## src/deq_pkg.sv

```systemverilog
// shared types and constants for the double-ended queue unit
// no dependencies; imported by every module of the block
package deq_pkg;

	localparam int CAPACITY   = 16;
	localparam int DATA_WIDTH = 32;
	localparam int IDX_W      = $clog2(CAPACITY);
	localparam int CNT_W      = $clog2(CAPACITY + 1);
	localparam int MODE_W     = 4;
	localparam int STAT_W     = 2;

	typedef enum logic [MODE_W-1:0] {
		MODE_PUSH_R   = 4'd0,
		MODE_PUSH_L   = 4'd1,
		MODE_POP_R    = 4'd2,
		MODE_POP_L    = 4'd3,
		MODE_PEEK_R   = 4'd4,
		MODE_PEEK_L   = 4'd5,
		MODE_CONTAINS = 4'd6,
		MODE_ERASE_1  = 4'd7,
		MODE_ERASE_N  = 4'd8,
		MODE_REVERSE  = 4'd9,
		MODE_CLEAR    = 4'd10
	} deq_mode_t;

	typedef enum logic [STAT_W-1:0] {
		STAT_OK    = 2'd0,
		STAT_EMPTY = 2'd1,
		STAT_FULL  = 2'd2
	} deq_stat_t;

	typedef enum logic {
		FSM_IDLE = 1'b0,
		FSM_SCAN = 1'b1
	} deq_state_t;

	typedef enum logic [1:0] {
		SH_HOLD = 2'd0,
		SH_UP   = 2'd1,
		SH_DOWN = 2'd2
	} deq_shift_t;

	typedef struct packed {
		logic [MODE_W-1:0]     mode;
		logic [DATA_WIDTH-1:0] value;
	} deq_req_t;

	typedef struct packed {
		logic [STAT_W-1:0]     status;
		logic [DATA_WIDTH-1:0] data;
		logic [CNT_W-1:0]      position;
		logic [CNT_W-1:0]      removed;
		logic [CNT_W-1:0]      occupancy;
	} deq_rsp_t;

	// broadcast to every cell of the row
	typedef struct packed {
		deq_shift_t            shift;
		logic                  wr_en;
		logic [IDX_W-1:0]      wr_idx;
		logic [DATA_WIDTH-1:0] wr_data;
	} deq_cell_cmd_t;

endpackage

```

## src/deq_cell.sv

```systemverilog
// one storage cell of the row: holds a word, loads a neighbor or the write bus
// depends on deq_pkg
module deq_cell (
	input  logic                           clk,
	input  logic [deq_pkg::IDX_W-1:0]      cell_idx,
	input  deq_pkg::deq_cell_cmd_t         cmd,
	input  logic [deq_pkg::DATA_WIDTH-1:0] from_lo,
	input  logic [deq_pkg::DATA_WIDTH-1:0] from_hi,
	output logic [deq_pkg::DATA_WIDTH-1:0] data
);
	import deq_pkg::*;

	logic [DATA_WIDTH-1:0] data_q;

	// a write aimed at this cell wins over the shift
	always_ff @(posedge clk) begin
		if (cmd.wr_en && (cmd.wr_idx == cell_idx)) begin
			data_q <= cmd.wr_data;
		end else begin
			unique case (cmd.shift)
				SH_UP:   data_q <= from_lo;
				SH_DOWN: data_q <= from_hi;
				default: data_q <= data_q;
			endcase
		end
	end

	assign data = data_q;

endmodule

```

## src/deq_chain.sv

```systemverilog
// row of storage cells with head and tail taps
// depends on deq_pkg and deq_cell
module deq_chain (
	input  logic                           clk,
	input  deq_pkg::deq_cell_cmd_t         cmd,
	input  logic [deq_pkg::IDX_W-1:0]      tail_idx,
	output logic [deq_pkg::DATA_WIDTH-1:0] head,
	output logic [deq_pkg::DATA_WIDTH-1:0] tail
);
	import deq_pkg::*;

	logic [DATA_WIDTH-1:0] cell_data [CAPACITY];
	logic [DATA_WIDTH-1:0] lo_bus    [CAPACITY];
	logic [DATA_WIDTH-1:0] hi_bus    [CAPACITY];

	for (genvar i = 0; i < CAPACITY; i++) begin : g_cell
		if (i == 0) begin : g_first
			assign lo_bus[i] = '0;
		end else begin : g_lo
			assign lo_bus[i] = cell_data[i-1];
		end
		if (i == CAPACITY - 1) begin : g_last
			assign hi_bus[i] = '0;
		end else begin : g_hi
			assign hi_bus[i] = cell_data[i+1];
		end

		deq_cell u_cell (
			.clk      (clk),
			.cell_idx (IDX_W'(i)),
			.cmd      (cmd),
			.from_lo  (lo_bus[i]),
			.from_hi  (hi_bus[i]),
			.data     (cell_data[i])
		);
	end

	assign head = cell_data[0];
	assign tail = cell_data[tail_idx];

endmodule

```

## src/double_ended_queue_unit.sv

```systemverilog
// top level of the double-ended queue unit: control, counters and result word
// depends on deq_pkg and deq_chain
//
// Bounded double-ended queue of CAPACITY words held in a row of cells; cell 0
// is the physical head and cell count-1 the physical tail, and a reversed flag
// swaps which physical end is the logical left. Push, pop and peek at either
// end, reverse, clear and unused modes can follow each other back to back at
// one word per cycle while results are read. Contains, erase first and erase
// all rotate the row past a single comparator, one word per cycle, so they
// hold off new requests until every word has passed (an empty queue answers
// at once). A new request is taken only while the result register is empty
// or being read in the same cycle, so a result held back by rsp_ready also
// holds off the input. No clearing pass after reset.
module double_ended_queue_unit (
	input  logic              clk,
	input  logic              arst_n,
	input  logic              req_valid,
	output logic              req_ready,
	input  deq_pkg::deq_req_t req,
	output logic              rsp_valid,
	input  logic              rsp_ready,
	output deq_pkg::deq_rsp_t rsp
);
	import deq_pkg::*;

	// control state
	deq_state_t       state_q, state_d;
	logic [CNT_W-1:0] cnt_q, cnt_d;
	logic             rev_q, rev_d;
	logic             rsp_valid_q;
	deq_rsp_t         rsp_q;

	// scan bookkeeping
	deq_mode_t             scan_mode_q;
	logic [DATA_WIDTH-1:0] key_q;
	logic [IDX_W-1:0]      step_q;
	logic [CNT_W-1:0]      start_cnt_q;
	logic [CNT_W-1:0]      removed_q, removed_d;
	logic [CNT_W-1:0]      pos_q, pos_d;

	deq_cell_cmd_t         cmd;
	logic [DATA_WIDTH-1:0] head, tail;
	logic [IDX_W-1:0]      tail_idx;

	logic      accept;
	logic      empty, full;
	logic      to_tail;
	logic      start_scan;
	logic      scan_last;
	logic      rsp_load;
	deq_rsp_t  rsp_d;
	deq_mode_t req_mode;

	logic [DATA_WIDTH-1:0] scan_elem;
	logic                  scan_match;
	logic                  scan_drop;

	deq_chain u_chain (
		.clk      (clk),
		.cmd      (cmd),
		.tail_idx (tail_idx),
		.head     (head),
		.tail     (tail)
	);

	assign req_ready = (state_q == FSM_IDLE) && (!rsp_valid_q || rsp_ready);
	assign accept    = req_valid && req_ready;
	assign req_mode  = deq_mode_t'(req.mode);
	assign tail_idx  = IDX_W'(cnt_q - CNT_W'(1));
	assign empty     = (cnt_q == '0);
	assign full      = (cnt_q == CNT_W'(CAPACITY));
	// even modes address the right end; the reversed flag swaps the ends
	assign to_tail   = (!req.mode[0]) != rev_q;

	// the word leaving the logical left end during a scan
	assign scan_elem  = rev_q ? tail : head;
	assign scan_match = (scan_elem == key_q);
	assign scan_drop  = scan_match && ((scan_mode_q == MODE_ERASE_N) ||
		((scan_mode_q == MODE_ERASE_1) && (removed_q == '0)));
	assign scan_last  = (step_q == IDX_W'(start_cnt_q - CNT_W'(1)));

	assign start_scan = accept && !empty && ((req_mode == MODE_CONTAINS) ||
		(req_mode == MODE_ERASE_1) || (req_mode == MODE_ERASE_N));

	// next state
	always_comb begin
		state_d = state_q;
		unique case (state_q)
			FSM_IDLE: begin
				if (start_scan) state_d = FSM_SCAN;
			end
			FSM_SCAN: begin
				if (scan_last) state_d = FSM_IDLE;
			end
		endcase
	end

	// datapath control and result word
	always_comb begin
		cmd       = '{shift: SH_HOLD, wr_en: 1'b0, wr_idx: '0, wr_data: '0};
		cnt_d     = cnt_q;
		rev_d     = rev_q;
		removed_d = removed_q;
		pos_d     = pos_q;
		rsp_d     = '0;
		rsp_load  = 1'b0;

		unique case (state_q)
			FSM_IDLE: begin
				if (accept) begin
					rsp_load = !start_scan;
					unique case (req_mode)
						MODE_PUSH_R, MODE_PUSH_L: begin
							if (full) begin
								rsp_d.status = STAT_FULL;
							end else if (to_tail) begin
								cmd.wr_en   = 1'b1;
								cmd.wr_idx  = IDX_W'(cnt_q);
								cmd.wr_data = req.value;
								cnt_d       = cnt_q + CNT_W'(1);
							end else begin
								cmd.shift   = SH_UP;
								cmd.wr_en   = 1'b1;
								cmd.wr_idx  = '0;
								cmd.wr_data = req.value;
								cnt_d       = cnt_q + CNT_W'(1);
							end
						end
						MODE_POP_R, MODE_POP_L, MODE_PEEK_R, MODE_PEEK_L: begin
							if (empty) begin
								rsp_d.status = STAT_EMPTY;
							end else begin
								rsp_d.data = to_tail ? tail : head;
								if ((req_mode == MODE_POP_R) || (req_mode == MODE_POP_L)) begin
									// popping the head shifts the row down
									if (!to_tail) cmd.shift = SH_DOWN;
									cnt_d = cnt_q - CNT_W'(1);
								end
							end
						end
						MODE_CONTAINS, MODE_ERASE_1, MODE_ERASE_N: begin
							// empty queue answers at once, otherwise the scan does
							rsp_d.status = STAT_EMPTY;
						end
						MODE_REVERSE: begin
							rev_d = !rev_q;
						end
						MODE_CLEAR: begin
							cnt_d = '0;
							rev_d = 1'b0;
						end
						default: begin
						end
					endcase
					rsp_d.occupancy = cnt_d;
				end
			end
			FSM_SCAN: begin
				// rotate the row by one: the left word goes to the far end unless dropped
				if (!rev_q) begin
					cmd.shift = SH_DOWN;
					if (!scan_drop) begin
						cmd.wr_en   = 1'b1;
						cmd.wr_idx  = tail_idx;
						cmd.wr_data = scan_elem;
					end
				end else if (!scan_drop) begin
					cmd.shift   = SH_UP;
					cmd.wr_en   = 1'b1;
					cmd.wr_idx  = '0;
					cmd.wr_data = scan_elem;
				end
				if (scan_drop) begin
					cnt_d     = cnt_q - CNT_W'(1);
					removed_d = removed_q + CNT_W'(1);
				end
				// last match in left-to-right order is the first from the right
				if ((scan_mode_q == MODE_CONTAINS) && scan_match) begin
					pos_d = start_cnt_q - CNT_W'(step_q);
				end
				if (scan_last) begin
					rsp_load = 1'b1;
					if (scan_mode_q == MODE_CONTAINS) begin
						rsp_d.status   = (pos_d != '0) ? STAT_OK : STAT_EMPTY;
						rsp_d.position = pos_d;
					end else begin
						rsp_d.status  = (removed_d != '0) ? STAT_OK : STAT_EMPTY;
						rsp_d.removed = removed_d;
					end
					rsp_d.occupancy = cnt_d;
				end
			end
		endcase
	end

	always_ff @(posedge clk or negedge arst_n) begin
		if (!arst_n) begin
			state_q     <= FSM_IDLE;
			cnt_q       <= '0;
			rev_q       <= 1'b0;
			rsp_valid_q <= 1'b0;
		end else begin
			state_q <= state_d;
			cnt_q   <= cnt_d;
			rev_q   <= rev_d;
			if (rsp_load) begin
				rsp_valid_q <= 1'b1;
			end else if (rsp_ready) begin
				rsp_valid_q <= 1'b0;
			end
		end
	end

	// scan registers and result word carry no reset
	always_ff @(posedge clk) begin
		if (start_scan) begin
			scan_mode_q <= req_mode;
			key_q       <= req.value;
			step_q      <= '0;
			start_cnt_q <= cnt_q;
			removed_q   <= '0;
			pos_q       <= '0;
		end else if (state_q == FSM_SCAN) begin
			step_q    <= step_q + IDX_W'(1);
			removed_q <= removed_d;
			pos_q     <= pos_d;
		end
		if (rsp_load) rsp_q <= rsp_d;
	end

	assign rsp_valid = rsp_valid_q;
	assign rsp       = rsp_q;

endmodule

```

## config.mk

```make
export PLATFORM = sky130hd
export DESIGN_NAME = double_ended_queue_unit
export DESIGN_NICKNAME = d
export VERILOG_FILES = /design/src/deq_pkg.sv /design/src/deq_cell.sv /design/src/deq_chain.sv /design/src/double_ended_queue_unit.sv
export SDC_FILE = /design/constraint.sdc
export NUM_CORES = 1
export LEC_CHECK = 0
export BUFFER_PORTS_ARGS = -buffer_cell sky130_fd_sc_hd__buf_2
export CAP_MARGIN = 10
export CORE_MARGIN = 2
export CORE_UTILIZATION = 30
export DETAILED_ROUTE_END_ITERATION = 10
export HOLD_SLACK_MARGIN = 0.15
export PLACE_DENSITY = 0.41
export SYNTH_ARGS = -nofsm -noshare
export SYNTH_HDL_FRONTEND = slang
export SYNTH_SLANG_ARGS = --single-unit
```

## constraint.sdc

```tcl
create_clock -name clk -period 13.15 [get_ports clk]
set_input_delay 3.945 -clock clk [delete_from_list [all_inputs] [get_ports clk]]
set_output_delay 3.945 -clock clk [all_outputs]
set_load 0.005 [all_outputs]
```

# Yosys cells after proc, flatten, opt, wreduce, memory -nomap -nowiden
# Cells that the tools add are included.
# Widths: inputs -> output; s select.
[op_classes]
n_addsub = 6
n_lt_le_gt_ge = 1
eq_ne = 35
mux = 84
bitwise_logic = 5
reduce_logical = 64
[op_table]
columns = ["operator", "count"]
rows = [
  ["$pmux 32 s2", 16],
  ["$mux 32", 22],
  ["$bmux 32 s4", 1],
  ["$mux 39", 3],
  ["$pmux 39 s2", 1],
  ["$mux 37", 2],
  ["$mux 5", 11],
  ["$eq 4x4->1 const B", 12],
  ["$reduce_bool 3->1", 16],
  ["$eq 4x3->1 const B", 10],
  ["$mux 38", 1],
  ["$mux 36", 1],
  ["$mux 34", 1],
  ["$eq 32x32->1", 1],
  ["$logic_and 1x1->1", 23],
  ["$pmux 5 s2", 2],
  ["$eq 4x2->1 const B", 4],
  ["$pmux 5 s3", 1],
  ["$mux 1", 11],
  ["$add 5x1->5 const B", 2],
  ["$logic_not 5->1", 2],
  ["$mux 2", 5],
  ["$reduce_bool 5->1", 2],
  ["$eq 4x1->1 const B", 2],
  ["24 further kinds", 43],
]
[word_totals]
regBits = 624
inputBits = 40
output_inout_bits = 51
wordCells = 226

# Logic depth before layout (Yosys ltp)
# Gate-level depths: netlist of run 1.
[depth]
depth_word = 15
mapped_depth = 26
depth_no_buf = 16

# By module
# A second synthesis of run 1 with hierarchy kept.
[hier_totals]
hier_cells = 2735
area_unflattened_um2 = 39410.3
[by_module_without_submodules]
columns = ["module", "n_inst", "cells_each", "area_each_um2", "seq_area_each_um2"]
rows = [
  ["deq_cell", 16, 115, 1833.0, 960.9],
  ["double_ended_queue_unit", 1, 622, 6346.1, 3183.1],
  ["deq_chain", 1, 273, 3736.1, 0.0],
]

# Worst setup path before layout of run 1
# No wires, ideal clock.
[synth_timing]
path_type = "input port to flip-flop"
startpoint = "in req[34] (netlist bit)"
endpoint = "reg rsp_q (netlist bit rsp[0]) (enable)"
setup_ns = 0.526
arrival_ns = 8.244
required_time_ns = 12.624
path_slack_ns = 4.380
path_stages = 7
n_path_buf = 1
cell_sequence = "clkbuf_1 > nand2b_1 > or3_1 > o21ai_0 > nand2_1 > inv_1 > o21ai_0"
[synth_between]
elab_chain_cells = 7
elab_cells_between_ends = 9
classes_between = "eq/ne: 3; mux: 2; reduce/logical: 4"
[synth_rtl]
columns = ["item", "line_no", "source"]
rows = [
  ["from (decl)", "double_ended_queue_unit.sv:19", "input deq_pkg::deq_req_t req,"],
  ["$eq 4x3->1 (on tied branches)", "double_ended_queue_unit.sv:82, double_ended_queue_unit.sv:83", ""],
  ["$logic_or 1x1->1", "double_ended_queue_unit.sv:82", "assign start_scan = accept && !empty && ((req_mode == MODE_CONTAINS) ||"],
  ["$logic_or 1x1->1 *", "double_ended_queue_unit.sv:83", "(req_mode == MODE_ERASE_1) || (req_mode == MODE_ERASE_N));"],
  ["$logic_and 1x1->1 *", "double_ended_queue_unit.sv:82", ""],
  ["$logic_not 1->1 *", "double_ended_queue_unit.sv:111", "rsp_load = !start_scan;"],
  ["$mux 1 *", "double_ended_queue_unit.sv:110", "if (accept) begin"],
  ["$pmux 1 s2 *", "double_ended_queue_unit.sv:108", "unique case (state_q)"],
  ["named net rsp_load", "double_ended_queue_unit.sv:50", "logic rsp_load;"],
  ["to (signal assigned)", "double_ended_queue_unit.sv:228", "if (rsp_load) rsp_q <= rsp_d;"],
  ["to (decl)", "double_ended_queue_unit.sv:31", "deq_rsp_t rsp_q;"],
]
# Mark *: on every way through the listed nets, which the timed path passes. The rest lies on a longest branch.
# A chain may end at the register's enable or synchronous reset.

# Worst setup path after layout of run 1
[layout_timing]
startpoint = "reg cnt_q[0]"
endpoint = "reg u_chain.g_cell[14].u_cell.data_q[21] (enable)"
[layout_between]
elab_chain_cells = 14
elab_cells_between_ends = 25
classes_between = "add/sub: 1; eq/ne: 5; mux: 14; bitwise: 1; reduce/logical: 4"
[layout_rtl]
columns = ["item", "line_no", "source"]
rows = [
  ["from (decl)", "double_ended_queue_unit.sv:28", "logic [CNT_W-1:0] cnt_q, cnt_d;"],
  ["from (signal assigned)", "double_ended_queue_unit.sv:204", "cnt_q <= cnt_d;"],
  ["$sub 5x1->5", "--", ""],
  ["$not 4->5 (not written as such)", "deq_chain.sv:39", "assign tail = cell_data[tail_idx];"],
  ["$bmux 32 s4", "deq_chain.sv:39", ""],
  ["$mux 32 (not written as such) (2 in series)", "deq_chain.sv:39", ""],
  ["$mux 32", "double_ended_queue_unit.sv:76", "assign scan_elem = rev_q ? tail : head;"],
  ["$eq 32x32->1", "double_ended_queue_unit.sv:77", "assign scan_match = (scan_elem == key_q);"],
  ["$logic_and 1x1->1", "double_ended_queue_unit.sv:78", "assign scan_drop = scan_match && ((scan_mode_q == MODE_ERASE_N) ||"],
  ["$mux 37", "double_ended_queue_unit.sv:162", "if (!scan_drop) begin"],
  ["$mux 39", "double_ended_queue_unit.sv:160", "if (!rev_q) begin"],
  ["$pmux 39 s2 *", "double_ended_queue_unit.sv:108", ""],
  ["$eq 4x4->1", "deq_cell.sv:17", "if (cmd.wr_en && (cmd.wr_idx == cell_idx)) begin"],
  ["$logic_and 1x1->1", "deq_cell.sv:17", ""],
  ["$reduce_bool 3->1 (no line) *", "--", ""],
  ["to (signal assigned)", "deq_cell.sv:18", "data_q <= cmd.wr_data;"],
  ["to (signal assigned)", "deq_cell.sv:21", "SH_UP: data_q <= from_lo;"],
  ["to (signal assigned)", "deq_cell.sv:22", "SH_DOWN: data_q <= from_hi;"],
  ["to (decl)", "deq_cell.sv:13", "logic [DATA_WIDTH-1:0] data_q;"],
]
# Every way passes the cells marked *; elsewhere a longest branch is shown, timed or not. The select of a mux whose other input is x is not followed.

==> report_table.html, run 1 <==
<table>
<tr><th>Metric</th><th>Value</th></tr>
<tr><th colspan="2">Route</th></tr>
<tr><td>Drt total wl</td><td>142000 µm</td></tr>
<tr><td>Number of search-and-repair iterations in the first detailed-routing pass</td><td>5</td></tr>
<tr><td>Residual antenna-violating net count after detailed routing</td><td>0</td></tr>
<tr><td>Routed wirelength normalized by instance count</td><td>30.7 µm</td></tr>
<tr><td>Via count normalized by instance count</td><td>5.60</td></tr>
<tr><td>Number of DRC markers after the initial detailed-route iteration</td><td>2067</td></tr>
<tr><td>DRC violation count after routing</td><td>0</td></tr>
<tr><td>Via count of the routed design</td><td>25890</td></tr>
<tr><th colspan="2">Place</th></tr>
<tr><td>DP HPWL</td><td>88800 µm</td></tr>
<tr><td>Weighted congestion reported at the end of routability-driven placement</td><td>0.877</td></tr>
<tr><td>Count of input and output buffers</td><td>90</td></tr>
<tr><th colspan="2">STA</th></tr>
<tr><td>Post-layout minimum cycle time</td><td>9.15 ns</td></tr>
<tr><td>Unrepaired setup endpoints after global routing</td><td>no</td></tr>
<tr><td>Number of pins exceeding their max-slew limit in the final report</td><td>0</td></tr>
<tr><td>Max_slew headroom</td><td>9.59%</td></tr>
<tr><td>Worst slew pin tran</td><td>1.36 ns</td></tr>
<tr><td>Final number of hold-violating endpoints</td><td>0</td></tr>
<tr><td>Final worst path period share</td><td>69.6%</td></tr>
<tr><td>Timing-limited maximum frequency</td><td>109 MHz</td></tr>
<tr><td>Final setup fails</td><td>0</td></tr>
<tr><td>Total negative slack</td><td>0 ns</td></tr>
<tr><td>Clock skew</td><td>0.0300 ns</td></tr>
<tr><th colspan="2">Worst setup path</th></tr>
<tr><td>Slowest cell on the critical path</td><td>nor4_1</td></tr>
<tr><td>Critical path endpoint category</td><td>register</td></tr>
<tr><td>Category of the worst setup path launch point</td><td>register</td></tr>
<tr><td>Startpoint of the worst-slack reg-to-reg timing path</td><td>cnt_q[0]</td></tr>
<tr><td>Number of cell instances on the worst register-to-register path</td><td>19</td></tr>
<tr><td>Cell family with the largest share of critical-path delay</td><td>simple AND/OR/NAND/NOR gates</td></tr>
<tr><td>Maximum single-stage delay on the critical path</td><td>0.73 ns</td></tr>
<tr><td>Path length in cells of the critical path</td><td>19</td></tr>
<tr><td>Setup Crit Path Kind</td><td>reg -&gt; reg</td></tr>
<tr><td>Arrival time reported for the critical path endpoint</td><td>9.44 ns</td></tr>
<tr><td>Cells traversed along the worst timing path</td><td>inv_4 -&gt; ha_4 -&gt; xor2_4 -&gt; buf_4 -&gt; buf_12 -&gt; mux4_2 -&gt; mux2i_1 -&gt; a2111oi_0 -&gt; nor4_1 -&gt; nand4_1 -&gt; nor3_1 -&gt; nand4_1 -&gt; ha_1 -&gt; a32oi_1 -&gt; and2_0 -&gt; o2111ai_4 -&gt; buf_4 -&gt; nand2_2 -&gt; buf_4</td></tr>
<tr><td>WP data required</td><td>13.44 ns</td></tr>
<tr><td>Crit-path most repeated cell</td><td>buf_4</td></tr>
<tr><td>Worst-path fanout max</td><td>55</td></tr>
<tr><td>WP buf/inv</td><td>5</td></tr>
<tr><td>Start point of the critical path</td><td>cnt_q[0]</td></tr>
<tr><th colspan="2">Yosys</th></tr>
<tr><td>Most frequent cell after synthesis</td><td>mux2i_1</td></tr>
<tr><td>Number of flops mapped to enable cells by yosys</td><td>602</td></tr>
<tr><td>Yosys synthesis warning count</td><td>0</td></tr>
<tr><td>Synth top area share</td><td>47.6%</td></tr>
<tr><td>Async S/R FF share, synth</td><td>1.28%</td></tr>
<tr><td>Synthesized Nets</td><td>2931</td></tr>
<tr><td>Register bit total from synthesis</td><td>624</td></tr>
<tr><td>Ranking of synthesized cells by area</td><td>edfxtp_1 (48%), mux2i_1 (29%), mux4_2 (5.6%), nand2_1 (1.6%), clkbuf_1 (1.2%)</td></tr>
<tr><td>Cell types with the highest counts after synthesis</td><td>mux2i_1 (1091), edfxtp_1 (602), nand2_1 (157), clkbuf_1 (117), mux4_2 (95)</td></tr>
<tr><td>Post-synthesis cell area</td><td>38000 µm²</td></tr>
<tr><td>Mapped Cells</td><td>2879</td></tr>
<tr><td>Per-instance average area after synthesis</td><td>13.2 µm²</td></tr>
<tr><td>Library cell occupying the most area in the post-synthesis netlist</td><td>edfxtp_1</td></tr>
<tr><td>Post-synth top flop</td><td>edfxtp_1</td></tr>
<tr><td>Proportion of synthesized chip area in sequential cells</td><td>48.9%</td></tr>
<tr><td>Distinct cells, synth</td><td>82</td></tr>
<tr><th colspan="2">Layout</th></tr>
<tr><td>Multi-input gate area</td><td>18300 µm²</td></tr>
<tr><td>Fraction of final layout cells with drive strength greater than 1</td><td>16.0%</td></tr>
<tr><td>Area growth from synthesis to final layout</td><td>12.6%</td></tr>
<tr><td>Storage element area</td><td>18600 µm²</td></tr>
<tr><td>Post-layout net count</td><td>2954</td></tr>
<tr><td>Fill cell instance count of the final layout</td><td>12281</td></tr>
<tr><th colspan="2">Die</th></tr>
<tr><td>Area of the placeable core</td><td>126000 µm²</td></tr>
<tr><td>Std-Cell Rows</td><td>130</td></tr>
<tr><td>Boundary Pins</td><td>91</td></tr>
<tr><td>Die Outline Area</td><td>129000 µm²</td></tr>
<tr><td>Floorplan die height</td><td>360 µm</td></tr>
<tr><td>Chip width</td><td>360 µm</td></tr>
<tr><td>Starting Density</td><td>30.2%</td></tr>
<tr><th colspan="2">GRT</th></tr>
<tr><td>GRT overflow</td><td>0</td></tr>
<tr><td>Largest net degree at the start of global routing</td><td>151</td></tr>
<tr><td>First-pass GRT wire length</td><td>202000 µm</td></tr>
<tr><td>Number of global-route vias before repair</td><td>26244</td></tr>
<tr><td>Initial antenna violation count</td><td>4</td></tr>
<tr><td>Overall global routing resource usage</td><td>21.5%</td></tr>
<tr><th colspan="2">Clock tree</th></tr>
<tr><td>Number of buffers added to fix hold violations after cts</td><td>0</td></tr>
<tr><td>Bufs on Longest Clock Path</td><td>3</td></tr>
<tr><td>Total number of H-tree levels</td><td>3</td></tr>
<tr><td>Number of clock sinks seen by CTS</td><td>624</td></tr>
<tr><td>Clock transition at the registers of the reported paths</td><td>0.06 ns</td></tr>
<tr><td>Cts bufs inserted</td><td>82</td></tr>
<tr><td>Clock tree from TritonCTS</td><td>done</td></tr>
<tr><td>Clock Tree Root</td><td>clkbuf_16</td></tr>
<tr><td>Skew-Pair Late Insertion Delay</td><td>0.68 ns</td></tr>
<tr><td>Number of resized instances in the post-cts repair step</td><td>0</td></tr>
<tr><td>Post CTS Setup Buffer Count</td><td>0</td></tr>
<tr><th colspan="2">Hold path</th></tr>
<tr><td>Classification of the worst-slack hold path</td><td>reg -&gt; reg</td></tr>
<tr><td>Hold path cells</td><td>2</td></tr>
<tr><td>Launch instance of the worst min-delay path</td><td>pos_q[2]</td></tr>
<tr><th colspan="2">Job</th></tr>
<tr><td>Number of maximum-capacitance violations</td><td>0</td></tr>
<tr><th colspan="2">Power</th></tr>
<tr><td>Overall Power</td><td>14000 µW</td></tr>
<tr><td>Power density of the placed cells</td><td>326 nW/µm²</td></tr>
<tr><td>Worst IR Drop VDD</td><td>0.191 mV</td></tr>
<tr><td>Static Leakage</td><td>0.0148 µW</td></tr>
<tr><th colspan="2">Outcome</th></tr>
<tr><td>Outcome</td><td>complete, no violations</td></tr>
</table>
-- through the flow --
stage	instances	hold slack [ns]	setup WS [ns]	util (%)	cell area [µm²]
after global placement	4465	0.484	4.19	32.0	40200
after detailed placement	4466	0.492	4.16	32.0	40200
after global routing	4621	0.521	3.65	34.0	42700
final	4622	0.504	4.00	34.0	42700
after CTS	4619	0.501	4.14	34.0	42700
after floorplan	2879	0.423	4.38	-	38000
-- flip-flops by register name, summed over array words and instances (netlist names), 5 cells and up --
register                    flops
key_q                          32
pos_q                           5
rsp                            49
u_chain.g_cell.u_cell.data    512
removed_q                       5
cnt_q                           5
start_cnt_q                     5
-- where the power goes --
group	leakage, µW	internal, µW	switching, µW
Combinational	0.00756	2660	4530
Sequential	0.00605	3730	878
Clock	0.00123	1230	931
Total	0.0148	7620	6340
-- routing by layer --
| metal | global-route usage [%] | up-vias | share of wire [%] |
|---|---|---|---|
| met5 | 0 | - | 0.0063 |
| met4 | 6.04 | 2 | 2.6 |
| met3 | 3.09 | 183 | 5.0 |
| met2 | 33.3 | 789 | 45 |
| met1 | 31.2 | 13609 | 48 |
| li1 | - | 11307 | - |
-- worst paths after layout --
check,endpoint,slack [ns]
max,u_chain.g_cell[14].u_cell.data[21],4.00
min,pos_q[2],0.50
max reg2reg,u_chain.g_cell[14].u_cell.data[21],4.00
min reg2reg,pos_q[2],0.50
max in group asynchronous,rev_q,9.73
min in group asynchronous,cnt_q[0],3.17
-- logic make-up (layout without fill, tap and decap cells) --
group                      count (synthesis)  in the layout  share of synthesized area, %
AOI/OAI and AO/OA                        246            246                          4.61
xor gates and xnor gates                  59             59                          1.41
adders and majority gates                 12             12                         0.415
buffers and inverters                    273            365                          3.58
DFF                                      624            624                          48.9
muxes                                   1215           1215                          35.3
other                                      0              1                             0
and+or+nand+nor                          450            450                          5.81
-- worst register-to-register path, stage by stage, from the launching register on --
cell and delay [ns]:
dfrtp_4 0.63, inv_4 0.54, ha_4 0.28, xor2_4 0.15, buf_4 0.47, buf_12 0.50, mux4_2 0.64, mux2i_1 0.47
a2111oi_0 0.33, nor4_1 0.73, nand4_1 0.27, nor3_1 0.49, nand4_1 0.28, ha_1 0.31, a32oi_1 0.38, and2_0 0.45
o2111ai_4 0.15, buf_4 0.45, nand2_2 0.61, buf_4 0.59
-- cell type report --
class                           instances  area share (%)
Antenna cell                            1         0.00586
Tap cell                             1650            4.83
Clock inverter                         44           0.714
Inverter                               30           0.269
Multi-Input combinational cell       1982            42.8
Sequential cell                       624            43.4
Clock buffer                          109            5.13
Timing Repair Buffer                  182            2.82
-- cells in the final DEF, fill, tap and decap left out, drive strengths merged, types with 13 or more instances in the layout --
| cell type | count |
|---|---|
| clkinv | 36 |
| xor2 | 39 |
| nor2 | 82 |
| mux2i | 1092 |
| xnor2 | 20 |
| dfxtp | 14 |
| nor3 | 32 |
| mux4 | 95 |
| nor4 | 19 |
| clkbuf | 109 |
| and2 | 13 |
| nand2b | 17 |
| nand4 | 26 |
| nand3 | 75 |
| a22oi | 42 |
| o21ai | 24 |
| mux2 | 28 |
| buf | 182 |
| o22ai | 17 |
| edfxtp | 602 |
| nand2 | 157 |
| a21oi | 65 |
| inv | 35 |
Power figures use the tool's default switching activity.
==> run 2: changes to the inputs <==
--- a/config.mk
+++ b/config.mk
@@ -11,7 +11,7 @@
 export CORE_UTILIZATION = 30
 export DETAILED_ROUTE_END_ITERATION = 10
 export HOLD_SLACK_MARGIN = 0.15
-export PLACE_DENSITY = 0.41
+export PLACE_DENSITY = 0.43
 export SYNTH_ARGS = -nofsm -noshare
 export SYNTH_HDL_FRONTEND = slang
 export SYNTH_SLANG_ARGS = --single-unit
==> constraint.sdc (replaced) <==
create_clock -name clk -period 8.4 [get_ports clk]
set_input_delay 2.52 -clock clk [delete_from_list [all_inputs] [get_ports clk]]
set_output_delay 2.52 -clock clk [all_outputs]
set_load 0.005 [all_outputs]
==> run 2 against run 1 <==
Against the previous run:
- critical path depth down 1
- wire length increased by 4.2%
- worst hold slack got worse by 0.0014 ns
- critical path type unchanged
- highest routed layer unchanged
==> report_table.html, run 2 (same netlist as run 1, synthesis figures left out) <==
<table>
<tr><th>Metric</th><th>Value</th></tr>
<tr><th colspan="2">Die</th></tr>
<tr><td>Area of the placeable core</td><td>126000 µm² (unchanged)</td></tr>
<tr><td>Chip width</td><td>360 µm (unchanged)</td></tr>
<tr><td>Starting Density</td><td>30.2% (unchanged)</td></tr>
<tr><td>Boundary Pins</td><td>91 (unchanged)</td></tr>
<tr><td>Die Outline Area</td><td>129000 µm² (unchanged)</td></tr>
<tr><td>Floorplan die height</td><td>360 µm (unchanged)</td></tr>
<tr><td>Std-Cell Rows</td><td>130 (unchanged)</td></tr>
<tr><th colspan="2">Hold path</th></tr>
<tr><td>Hold path cells</td><td>1 (was 2)</td></tr>
<tr><td>Launch instance of the worst min-delay path</td><td>rsp_valid (was pos_q[2])</td></tr>
<tr><td>Classification of the worst-slack hold path</td><td>reg -&gt; reg (unchanged)</td></tr>
<tr><th colspan="2">STA</th></tr>
<tr><td>Max_slew headroom</td><td>25.0% (was 9.59%)</td></tr>
<tr><td>Final worst path period share</td><td>85.5% (was 69.6%)</td></tr>
<tr><td>Worst slew pin tran</td><td>1.12 ns (was 1.36 ns)</td></tr>
<tr><td>Setup slack after layout</td><td>1.22 ns (was 4.00 ns)</td></tr>
<tr><td>Total negative slack</td><td>0 ns (unchanged)</td></tr>
<tr><td>Number of pins exceeding their max-slew limit in the final report</td><td>0 (unchanged)</td></tr>
<tr><td>Final number of hold-violating endpoints</td><td>0 (unchanged)</td></tr>
<tr><td>Final setup fails</td><td>0 (unchanged)</td></tr>
<tr><td>Post-layout minimum cycle time</td><td>7.18 ns (was 9.15 ns)</td></tr>
<tr><td>Unrepaired setup endpoints after global routing</td><td>no (unchanged)</td></tr>
<tr><td>Timing-limited maximum frequency</td><td>139 MHz (was 109 MHz)</td></tr>
<tr><td>Clock skew</td><td>0.0430 ns (was 0.0300 ns)</td></tr>
<tr><td>Worst hold slack</td><td>0.502 ns (was 0.504 ns)</td></tr>
<tr><th colspan="2">Route</th></tr>
<tr><td>Sum of routed wire segments on met1</td><td>68500 µm (was 67400 µm)</td></tr>
<tr><td>Routed wirelength normalized by instance count</td><td>31.8 µm (was 30.7 µm)</td></tr>
<tr><td>Drt total wl</td><td>148000 µm (was 142000 µm)</td></tr>
<tr><td>Residual antenna-violating net count after detailed routing</td><td>0 (unchanged)</td></tr>
<tr><td>Highest signal layer in the routed design</td><td>met5 (unchanged)</td></tr>
<tr><td>Routed met2 length</td><td>64900 µm (was 63600 µm)</td></tr>
<tr><td>DRC violation count after routing</td><td>0 (unchanged)</td></tr>
<tr><td>Number of DRC markers after the initial detailed-route iteration</td><td>2621 (was 2067)</td></tr>
<tr><td>Met3 wire len</td><td>9610 µm (was 7090 µm)</td></tr>
<tr><td>Number of search-and-repair iterations in the first detailed-routing pass</td><td>6 (was 5)</td></tr>
<tr><td>Via count normalized by instance count</td><td>5.76 (was 5.60)</td></tr>
<tr><td>Via count of the routed design</td><td>26807 (was 25890)</td></tr>
<tr><th colspan="2">Clock tree</th></tr>
<tr><td>Cts bufs inserted</td><td>80 (was 82)</td></tr>
<tr><td>Bufs on Longest Clock Path</td><td>3 (unchanged)</td></tr>
<tr><td>Total number of H-tree levels</td><td>3 (unchanged)</td></tr>
<tr><td>Clock Tree Root</td><td>clkbuf_16 (unchanged)</td></tr>
<tr><td>Number of buffers added to fix hold violations after cts</td><td>0 (unchanged)</td></tr>
<tr><td>Clock transition at the registers of the reported paths</td><td>0.06 ns (about the same)</td></tr>
<tr><td>Clock tree from TritonCTS</td><td>done (unchanged)</td></tr>
<tr><td>Post CTS Setup Buffer Count</td><td>0 (unchanged)</td></tr>
<tr><td>Number of resized instances in the post-cts repair step</td><td>0 (unchanged)</td></tr>
<tr><td>Number of clock sinks seen by CTS</td><td>624 (unchanged)</td></tr>
<tr><td>Skew-Pair Late Insertion Delay</td><td>0.67 ns (was 0.68 ns)</td></tr>
<tr><th colspan="2">Layout</th></tr>
<tr><td>Most common cell after layout, fill and taps aside</td><td>mux2i_1 (unchanged)</td></tr>
<tr><td>Commonest cells after routing, fill and taps aside</td><td>mux2i_1 (1091), edfxtp_1 (602), nand2_1 (149) (unchanged)</td></tr>
<tr><td>Final design instance area without fill</td><td>43300 µm² (was 42700 µm²)</td></tr>
<tr><td>Fraction of final layout cells with drive strength greater than 1</td><td>17.2% (was 16.0%)</td></tr>
<tr><td>Area growth from synthesis to final layout</td><td>14.1% (was 12.6%)</td></tr>
<tr><td>Post-layout net count</td><td>2997 (was 2954)</td></tr>
<tr><td>Largest register FFs</td><td>512 (unchanged)</td></tr>
<tr><td>Fill cell instance count of the final layout</td><td>12248 (was 12281)</td></tr>
<tr><td>Storage element area</td><td>18600 µm² (unchanged)</td></tr>
<tr><td>Antenna cells</td><td>0 (was 1)</td></tr>
<tr><td>Multi-input gate area</td><td>18300 µm² (about the same)</td></tr>
<tr><th colspan="2">Place</th></tr>
<tr><td>Placed cell area</td><td>40800 µm² (was 40200 µm²)</td></tr>
<tr><td>Weighted congestion reported at the end of routability-driven placement</td><td>0.884 (was 0.877)</td></tr>
<tr><td>Count of input and output buffers</td><td>90 (unchanged)</td></tr>
<tr><td>Worst slack at placement</td><td>1.38 ns (was 4.16 ns)</td></tr>
<tr><td>DP HPWL</td><td>95100 µm (was 88800 µm)</td></tr>
<tr><th colspan="2">GRT</th></tr>
<tr><td>Initial antenna violation count</td><td>4 (unchanged)</td></tr>
<tr><td>First-pass GRT wire length</td><td>209000 µm (was 202000 µm)</td></tr>
<tr><td>Number of global-route vias before repair</td><td>27014 (was 26244)</td></tr>
<tr><td>Largest net degree at the start of global routing</td><td>121 (was 151)</td></tr>
<tr><td>GRT overflow</td><td>0 (unchanged)</td></tr>
<tr><td>Overall global routing resource usage</td><td>22.4% (was 21.5%)</td></tr>
<tr><th colspan="2">Worst setup path</th></tr>
<tr><td>Category of the worst setup path launch point</td><td>register (unchanged)</td></tr>
<tr><td>Setup Crit Path Kind</td><td>reg -&gt; reg (unchanged)</td></tr>
<tr><td>Start point of the critical path</td><td>cnt_q[0] (unchanged)</td></tr>
<tr><td>Cells traversed along the worst timing path</td><td>inv_4 -&gt; ha_4 -&gt; xor2_4 -&gt; buf_4 -&gt; buf_4 -&gt; mux4_2 -&gt; mux2i_1 -&gt; a211oi_1 -&gt; nor4_1 -&gt; o211ai_1 -&gt; o41ai_4 -&gt; nand4_1 -&gt; ha_1 -&gt; a32oi_1 -&gt; o21ai_0 -&gt; nor4_4 -&gt; buf_4 -&gt; mux2i_1 (was inv_4 -&gt; ha_4 -&gt; xor2_4 -&gt; buf_4 -&gt; buf_12 -&gt; mux4_2 -&gt; mux2i_1 -&gt; a2111oi_0 -&gt; nor4_1 -&gt; nand4_1 -&gt; nor3_1 -&gt; nand4_1 -&gt; ha_1 -&gt; a32oi_1 -&gt; and2_0 -&gt; o2111ai_4 -&gt; buf_4 -&gt; nand2_2 -&gt; buf_4)</td></tr>
<tr><td>Arrival time reported for the critical path endpoint</td><td>7.56 ns (was 9.44 ns)</td></tr>
<tr><td>Slowest cell on the critical path</td><td>buf_4 (was nor4_1)</td></tr>
<tr><td>Number of cell instances on the worst register-to-register path</td><td>18 (was 19)</td></tr>
<tr><td>Startpoint of the worst-slack reg-to-reg timing path</td><td>cnt_q[0] (unchanged)</td></tr>
<tr><td>WP data required</td><td>8.78 ns (was 13.44 ns)</td></tr>
<tr><td>Worst-path fanout max</td><td>32 (was 55)</td></tr>
<tr><td>Maximum single-stage delay on the critical path</td><td>0.82 ns (was 0.73 ns)</td></tr>
<tr><td>Critical path endpoint category</td><td>register (unchanged)</td></tr>
<tr><td>Crit-path most repeated cell</td><td>buf_4 (unchanged)</td></tr>
<tr><th colspan="2">Outcome</th></tr>
<tr><td>Outcome</td><td>complete, no violations (unchanged)</td></tr>
<tr><th colspan="2">Job</th></tr>
<tr><td>Number of maximum-capacitance violations</td><td>0 (unchanged)</td></tr>
</table>
==> run 2: cell types whose count changed in the layout (fill, tap and decap cells not counted), moves of 2 or more <==
cell	delta
clkinv_1	-4
buf_4	+28
buf_12	+17
inv_6	-5
bufinv_16	+4
clkbuf_1	-6
clkinv_8	+2
==> run 2: stage by stage <==
step                instances  utilization (%)
floorplan                2879                -
global placement         4513             32.5
detailed placement       4513             32.5
CTS                      4655             34.5
global route             4655             34.5
finish                   4655             34.5
==> run 2: critical path: cells and delay by family (launching register included) <==
family,cells,cell delay [ns]
multiplexers,3,1.29
XOR/XNOR,1,0.23
flip-flops,1,0.51
AO/OA/AOI/OAI,5,1.59
buffers and inverters,4,1.83
adder cells (fa/ha/maj),2,0.49
AND/OR/NAND/NOR,3,0.85
==> run 2: area by class of cell <==
cell class,instances,share of cell area (%)
Inverter,30,0.266
Sequential cell,624,42.9
Tap cell,1650,4.77
Clock buffer,102,4.98
Multi-Input combinational cell,1982,42.2
Clock inverter,40,0.875
Timing Repair Buffer,227,4.05
==> run 2: routing by layer <==
layer / vias to the layer above / track usage [%]
met5: - / 0
met4: 2 / 7.02
met3: 244 / 3.58
met2: 1093 / 34.4
met1: 14086 / 32.1
li1: 11382 / -
==> run 2: final timing paths <==
check	endpoint	slack, ns
max in group asynchronous	rev_q	6.41
setup reg to reg	u_chain.g_cell[2].u_cell.data[17]	1.22
min in group asynchronous	cnt_q[0]	1.74
setup / recovery	u_chain.g_cell[2].u_cell.data[17]	1.22
hold / removal	rsp_valid	0.50
hold reg to reg	rsp_valid	0.50
Power of run 2 is not shown: default switching activity piles up to over one toggle a cycle in this logic, so the estimate is an artifact.
==> run 3: changes to the inputs <==
--- a/config.mk
+++ b/config.mk
@@ -11,7 +11,7 @@
 export CORE_UTILIZATION = 30
 export DETAILED_ROUTE_END_ITERATION = 10
 export HOLD_SLACK_MARGIN = 0.15
-export PLACE_DENSITY = 0.43
+export PLACE_DENSITY = 0.53
 export SYNTH_ARGS = -nofsm -noshare
 export SYNTH_HDL_FRONTEND = slang
 export SYNTH_SLANG_ARGS = --single-unit
==> run 3 against run 2 <==
Against the previous run:
- maximum frequency is 0.73% lower
- critical path depth is 2 lower
- final area is 0.73% lower
- utilization is 0.25 points lower
- worst hold slack worse by 0.0043 ns
- setup slack worse by 0.053 ns
- clock skew is 0.0073 ns lower
- global-route usage is 2.1 points lower
- die area stayed put
- register-to-register slack worse by 0.05 ns
- critical path type unchanged
- largest cell class unchanged
- highest routed layer unchanged
==> report_table.html, run 3 (same netlist as run 1, synthesis figures left out) <==
<table>
<tr><th>Metric</th><th>Value</th></tr>
<tr><th colspan="2">STA</th></tr>
<tr><td>Worst hold slack</td><td>0.498 ns (was 0.502 ns)</td></tr>
<tr><td>Max_slew headroom</td><td>22.4% (was 25.0%)</td></tr>
<tr><td>Unrepaired setup endpoints after global routing</td><td>no (unchanged)</td></tr>
<tr><td>Final setup fails</td><td>0 (unchanged)</td></tr>
<tr><td>Post-layout minimum cycle time</td><td>7.23 ns (was 7.18 ns)</td></tr>
<tr><td>Timing-limited maximum frequency</td><td>138 MHz (was 139 MHz)</td></tr>
<tr><td>Number of pins exceeding their max-slew limit in the final report</td><td>0 (unchanged)</td></tr>
<tr><td>Final number of hold-violating endpoints</td><td>0 (unchanged)</td></tr>
<tr><td>Worst slew pin tran</td><td>1.16 ns (was 1.12 ns)</td></tr>
<tr><td>Total negative slack</td><td>0 ns (unchanged)</td></tr>
<tr><td>Final worst path period share</td><td>86.1% (was 85.5%)</td></tr>
<tr><td>Clock skew</td><td>0.0358 ns (was 0.0430 ns)</td></tr>
<tr><th colspan="2">Layout</th></tr>
<tr><td>Fill cell instance count of the final layout</td><td>12338 (was 12248)</td></tr>
<tr><td>Antenna cells</td><td>0 (unchanged)</td></tr>
<tr><td>Post-layout net count</td><td>2969 (was 2997)</td></tr>
<tr><td>Largest register FFs</td><td>512 (unchanged)</td></tr>
<tr><td>Storage element area</td><td>18600 µm² (unchanged)</td></tr>
<tr><td>Fraction of final layout cells with drive strength greater than 1</td><td>16.7% (was 17.2%)</td></tr>
<tr><td>Multi-input gate area</td><td>18300 µm² (about the same)</td></tr>
<tr><td>Area growth from synthesis to final layout</td><td>13.3% (was 14.1%)</td></tr>
<tr><td>Most common cell after layout, fill and taps aside</td><td>mux2i_1 (unchanged)</td></tr>
<tr><td>Commonest cells after routing, fill and taps aside</td><td>mux2i_1 (1091), edfxtp_1 (602), nand2_1 (149) (unchanged)</td></tr>
<tr><th colspan="2">Clock tree</th></tr>
<tr><td>Number of clock sinks seen by CTS</td><td>624 (unchanged)</td></tr>
<tr><td>Total number of H-tree levels</td><td>3 (unchanged)</td></tr>
<tr><td>Number of resized instances in the post-cts repair step</td><td>0 (unchanged)</td></tr>
<tr><td>Clock Tree Root</td><td>clkbuf_16 (unchanged)</td></tr>
<tr><td>Clock tree from TritonCTS</td><td>done (unchanged)</td></tr>
<tr><td>Post CTS Setup Buffer Count</td><td>0 (unchanged)</td></tr>
<tr><td>Skew-Pair Late Insertion Delay</td><td>0.65 ns (was 0.67 ns)</td></tr>
<tr><td>Clock transition at the registers of the reported paths</td><td>0.06 ns (about the same)</td></tr>
<tr><td>Bufs on Longest Clock Path</td><td>3 (unchanged)</td></tr>
<tr><td>Number of buffers added to fix hold violations after cts</td><td>0 (unchanged)</td></tr>
<tr><td>Cts bufs inserted</td><td>77 (was 80)</td></tr>
<tr><th colspan="2">Die</th></tr>
<tr><td>Boundary Pins</td><td>91 (unchanged)</td></tr>
<tr><td>Std-Cell Rows</td><td>130 (unchanged)</td></tr>
<tr><td>Floorplan die height</td><td>360 µm (unchanged)</td></tr>
<tr><td>Area of the placeable core</td><td>126000 µm² (unchanged)</td></tr>
<tr><td>Die Outline Area</td><td>129000 µm² (unchanged)</td></tr>
<tr><td>Chip width</td><td>360 µm (unchanged)</td></tr>
<tr><td>Starting Density</td><td>30.2% (unchanged)</td></tr>
<tr><th colspan="2">Worst setup path</th></tr>
<tr><td>Cells traversed along the worst timing path</td><td>inv_4 -&gt; ha_4 -&gt; buf_12 -&gt; mux4_2 -&gt; mux2i_1 -&gt; mux2i_1 -&gt; a2111oi_1 -&gt; a41oi_1 -&gt; nor2_1 -&gt; nand4_1 -&gt; ha_1 -&gt; a32oi_1 -&gt; and2_0 -&gt; o2111ai_4 -&gt; nand2_2 -&gt; buf_4 (was inv_4 -&gt; ha_4 -&gt; xor2_4 -&gt; buf_4 -&gt; buf_4 -&gt; mux4_2 -&gt; mux2i_1 -&gt; a211oi_1 -&gt; nor4_1 -&gt; o211ai_1 -&gt; o41ai_4 -&gt; nand4_1 -&gt; ha_1 -&gt; a32oi_1 -&gt; o21ai_0 -&gt; nor4_4 -&gt; buf_4 -&gt; mux2i_1)</td></tr>
<tr><td>Maximum single-stage delay on the critical path</td><td>0.85 ns (was 0.82 ns)</td></tr>
<tr><td>Startpoint of the worst-slack reg-to-reg timing path</td><td>cnt_q[0] (unchanged)</td></tr>
<tr><td>WP buf/inv</td><td>3 (was 4)</td></tr>
<tr><td>Setup Crit Path Kind</td><td>reg -&gt; reg (unchanged)</td></tr>
<tr><td>Cell family with the largest share of critical-path delay</td><td>simple AND/OR/NAND/NOR gates (was buffers and inverters)</td></tr>
<tr><td>Number of cell instances on the worst register-to-register path</td><td>16 (was 18)</td></tr>
<tr><td>Endpoint of the most critical register-to-register path</td><td>u_chain.g_cell[14].u_cell.data[30] (was u_chain.g_cell[2].u_cell.data[17])</td></tr>
<tr><td>Start point of the critical path</td><td>cnt_q[0] (unchanged)</td></tr>
<tr><td>Category of the worst setup path launch point</td><td>register (unchanged)</td></tr>
<tr><td>Critical path endpoint category</td><td>register (unchanged)</td></tr>
<tr><td>Setup slack, reg-to-reg</td><td>1.17 ns (was 1.22 ns)</td></tr>
<tr><td>Worst-path fanout max</td><td>44 (was 32)</td></tr>
<tr><td>Slowest cell on the critical path</td><td>ha_4 (was buf_4)</td></tr>
<tr><td>WP data required</td><td>8.73 ns (was 8.78 ns)</td></tr>
<tr><td>Arrival time reported for the critical path endpoint</td><td>7.56 ns (about the same)</td></tr>
<tr><td>Crit-path most repeated cell</td><td>mux2i_1 (was buf_4)</td></tr>
<tr><th colspan="2">Route</th></tr>
<tr><td>Drt total wl</td><td>135000 µm (was 148000 µm)</td></tr>
<tr><td>Via count of the routed design</td><td>26471 (was 26807)</td></tr>
<tr><td>Residual antenna-violating net count after detailed routing</td><td>0 (unchanged)</td></tr>
<tr><td>Number of DRC markers after the initial detailed-route iteration</td><td>3239 (was 2621)</td></tr>
<tr><td>Number of search-and-repair iterations in the first detailed-routing pass</td><td>5 (was 6)</td></tr>
<tr><td>Routed wirelength normalized by instance count</td><td>29.2 µm (was 31.8 µm)</td></tr>
<tr><td>Via count normalized by instance count</td><td>5.73 (was 5.76)</td></tr>
<tr><td>DRC violation count after routing</td><td>0 (unchanged)</td></tr>
<tr><th colspan="2">Hold path</th></tr>
<tr><td>Hold EP</td><td>rsp_valid (unchanged)</td></tr>
<tr><td>Hold path cells</td><td>1 (unchanged)</td></tr>
<tr><td>Launch instance of the worst min-delay path</td><td>rsp_valid (unchanged)</td></tr>
<tr><td>Classification of the worst-slack hold path</td><td>reg -&gt; reg (unchanged)</td></tr>
<tr><th colspan="2">Place</th></tr>
<tr><td>DP HPWL</td><td>85700 µm (was 95100 µm)</td></tr>
<tr><td>Count of input and output buffers</td><td>90 (unchanged)</td></tr>
<tr><td>Weighted congestion reported at the end of routability-driven placement</td><td>0.901 (was 0.884)</td></tr>
<tr><th colspan="2">GRT</th></tr>
<tr><td>Initial antenna violation count</td><td>2 (was 4)</td></tr>
<tr><td>Overall global routing resource usage</td><td>20.3% (was 22.4%)</td></tr>
<tr><td>GRT overflow</td><td>0 (unchanged)</td></tr>
<tr><td>Number of global-route vias before repair</td><td>25548 (was 27014)</td></tr>
<tr><td>First-pass GRT wire length</td><td>194000 µm (was 209000 µm)</td></tr>
<tr><td>Largest net degree at the start of global routing</td><td>149 (was 121)</td></tr>
<tr><th colspan="2">Job</th></tr>
<tr><td>Number of maximum-capacitance violations</td><td>0 (unchanged)</td></tr>
<tr><th colspan="2">Outcome</th></tr>
<tr><td>Outcome</td><td>complete, no violations (unchanged)</td></tr>
</table>
run 3: cell count changes in the layout (fill, tap and decap cells not counted), moves of 2 or more:
cell,before,now
buf_4,115,89
clkbuf_1,18,7
clkbuf_16,83,77
clkinv_8,2,0
clkinvlp_4,0,5
inv_6,0,2
nand2b_2,7,10
nand2b_4,3,0
run 3: routing by layer:
metal | up-vias | track usage [%] | wire (µm)
met1 | 13831 | 30.0 | 62900
li1 | 11329 | - | -
met2 | 1123 | 30.6 | 59100
met3 | 184 | 3.72 | 10100
met4 | 4 | 4.78 | 3020
met5 | - | 0 | 33
run 3: worst register-to-register path: stages (launching register included):
cell and delay (ns):
dfrtp_4 0.82, inv_4 0.08, ha_4 0.85, buf_12 0.46, mux4_2 0.35, mux2i_1 0.51, mux2i_1 0.34, a2111oi_1 0.51
a41oi_1 0.33, nor2_1 0.31, nand4_1 0.18, ha_1 0.29, a32oi_1 0.36, and2_0 0.45, o2111ai_4 0.18, nand2_2 0.59
buf_4 0.32
run 3: worst max path at each step:
stage | end | slack [ns] | cells past startpoint
detailed placement | u_chain.g_cell[14].u_cell.data[2] | 1.29 | 16
finish | u_chain.g_cell[14].u_cell.data[30] | 1.17 | 16
global placement | u_chain.g_cell[14].u_cell.data[2] | 1.33 | 16
CTS | u_chain.g_cell[14].u_cell.data[30] | 1.27 | 16
floorplan | rsp[0] | 1.06 | 7
global route | u_chain.g_cell[14].u_cell.data[0] | 0.95 | 16
run 3: metrics by stage:
step	utilization [%]	worst slack, ns	cell area [µm²]	std cells
2_1_floorplan	-	1.06	38000	2879
3_3_place_gp	32.3	1.33	40600	4488
3_5_place_dp	32.3	1.29	40600	4488
4_1_cts	34.2	1.27	43000	4621
5_1_grt	34.2	0.953	43000	4621
6_report	34.2	1.17	43000	4621
run 3: cell type report:
class,count,area share (%)
Tap cell,1650,4.80
Clock buffer,85,4.58
Inverter,30,0.268
Clock inverter,48,1.04
Sequential cell,624,43.2
Multi-Input combinational cell,1982,42.5
Timing Repair Buffer,202,3.67
Power of run 3 is left out for the same reason.
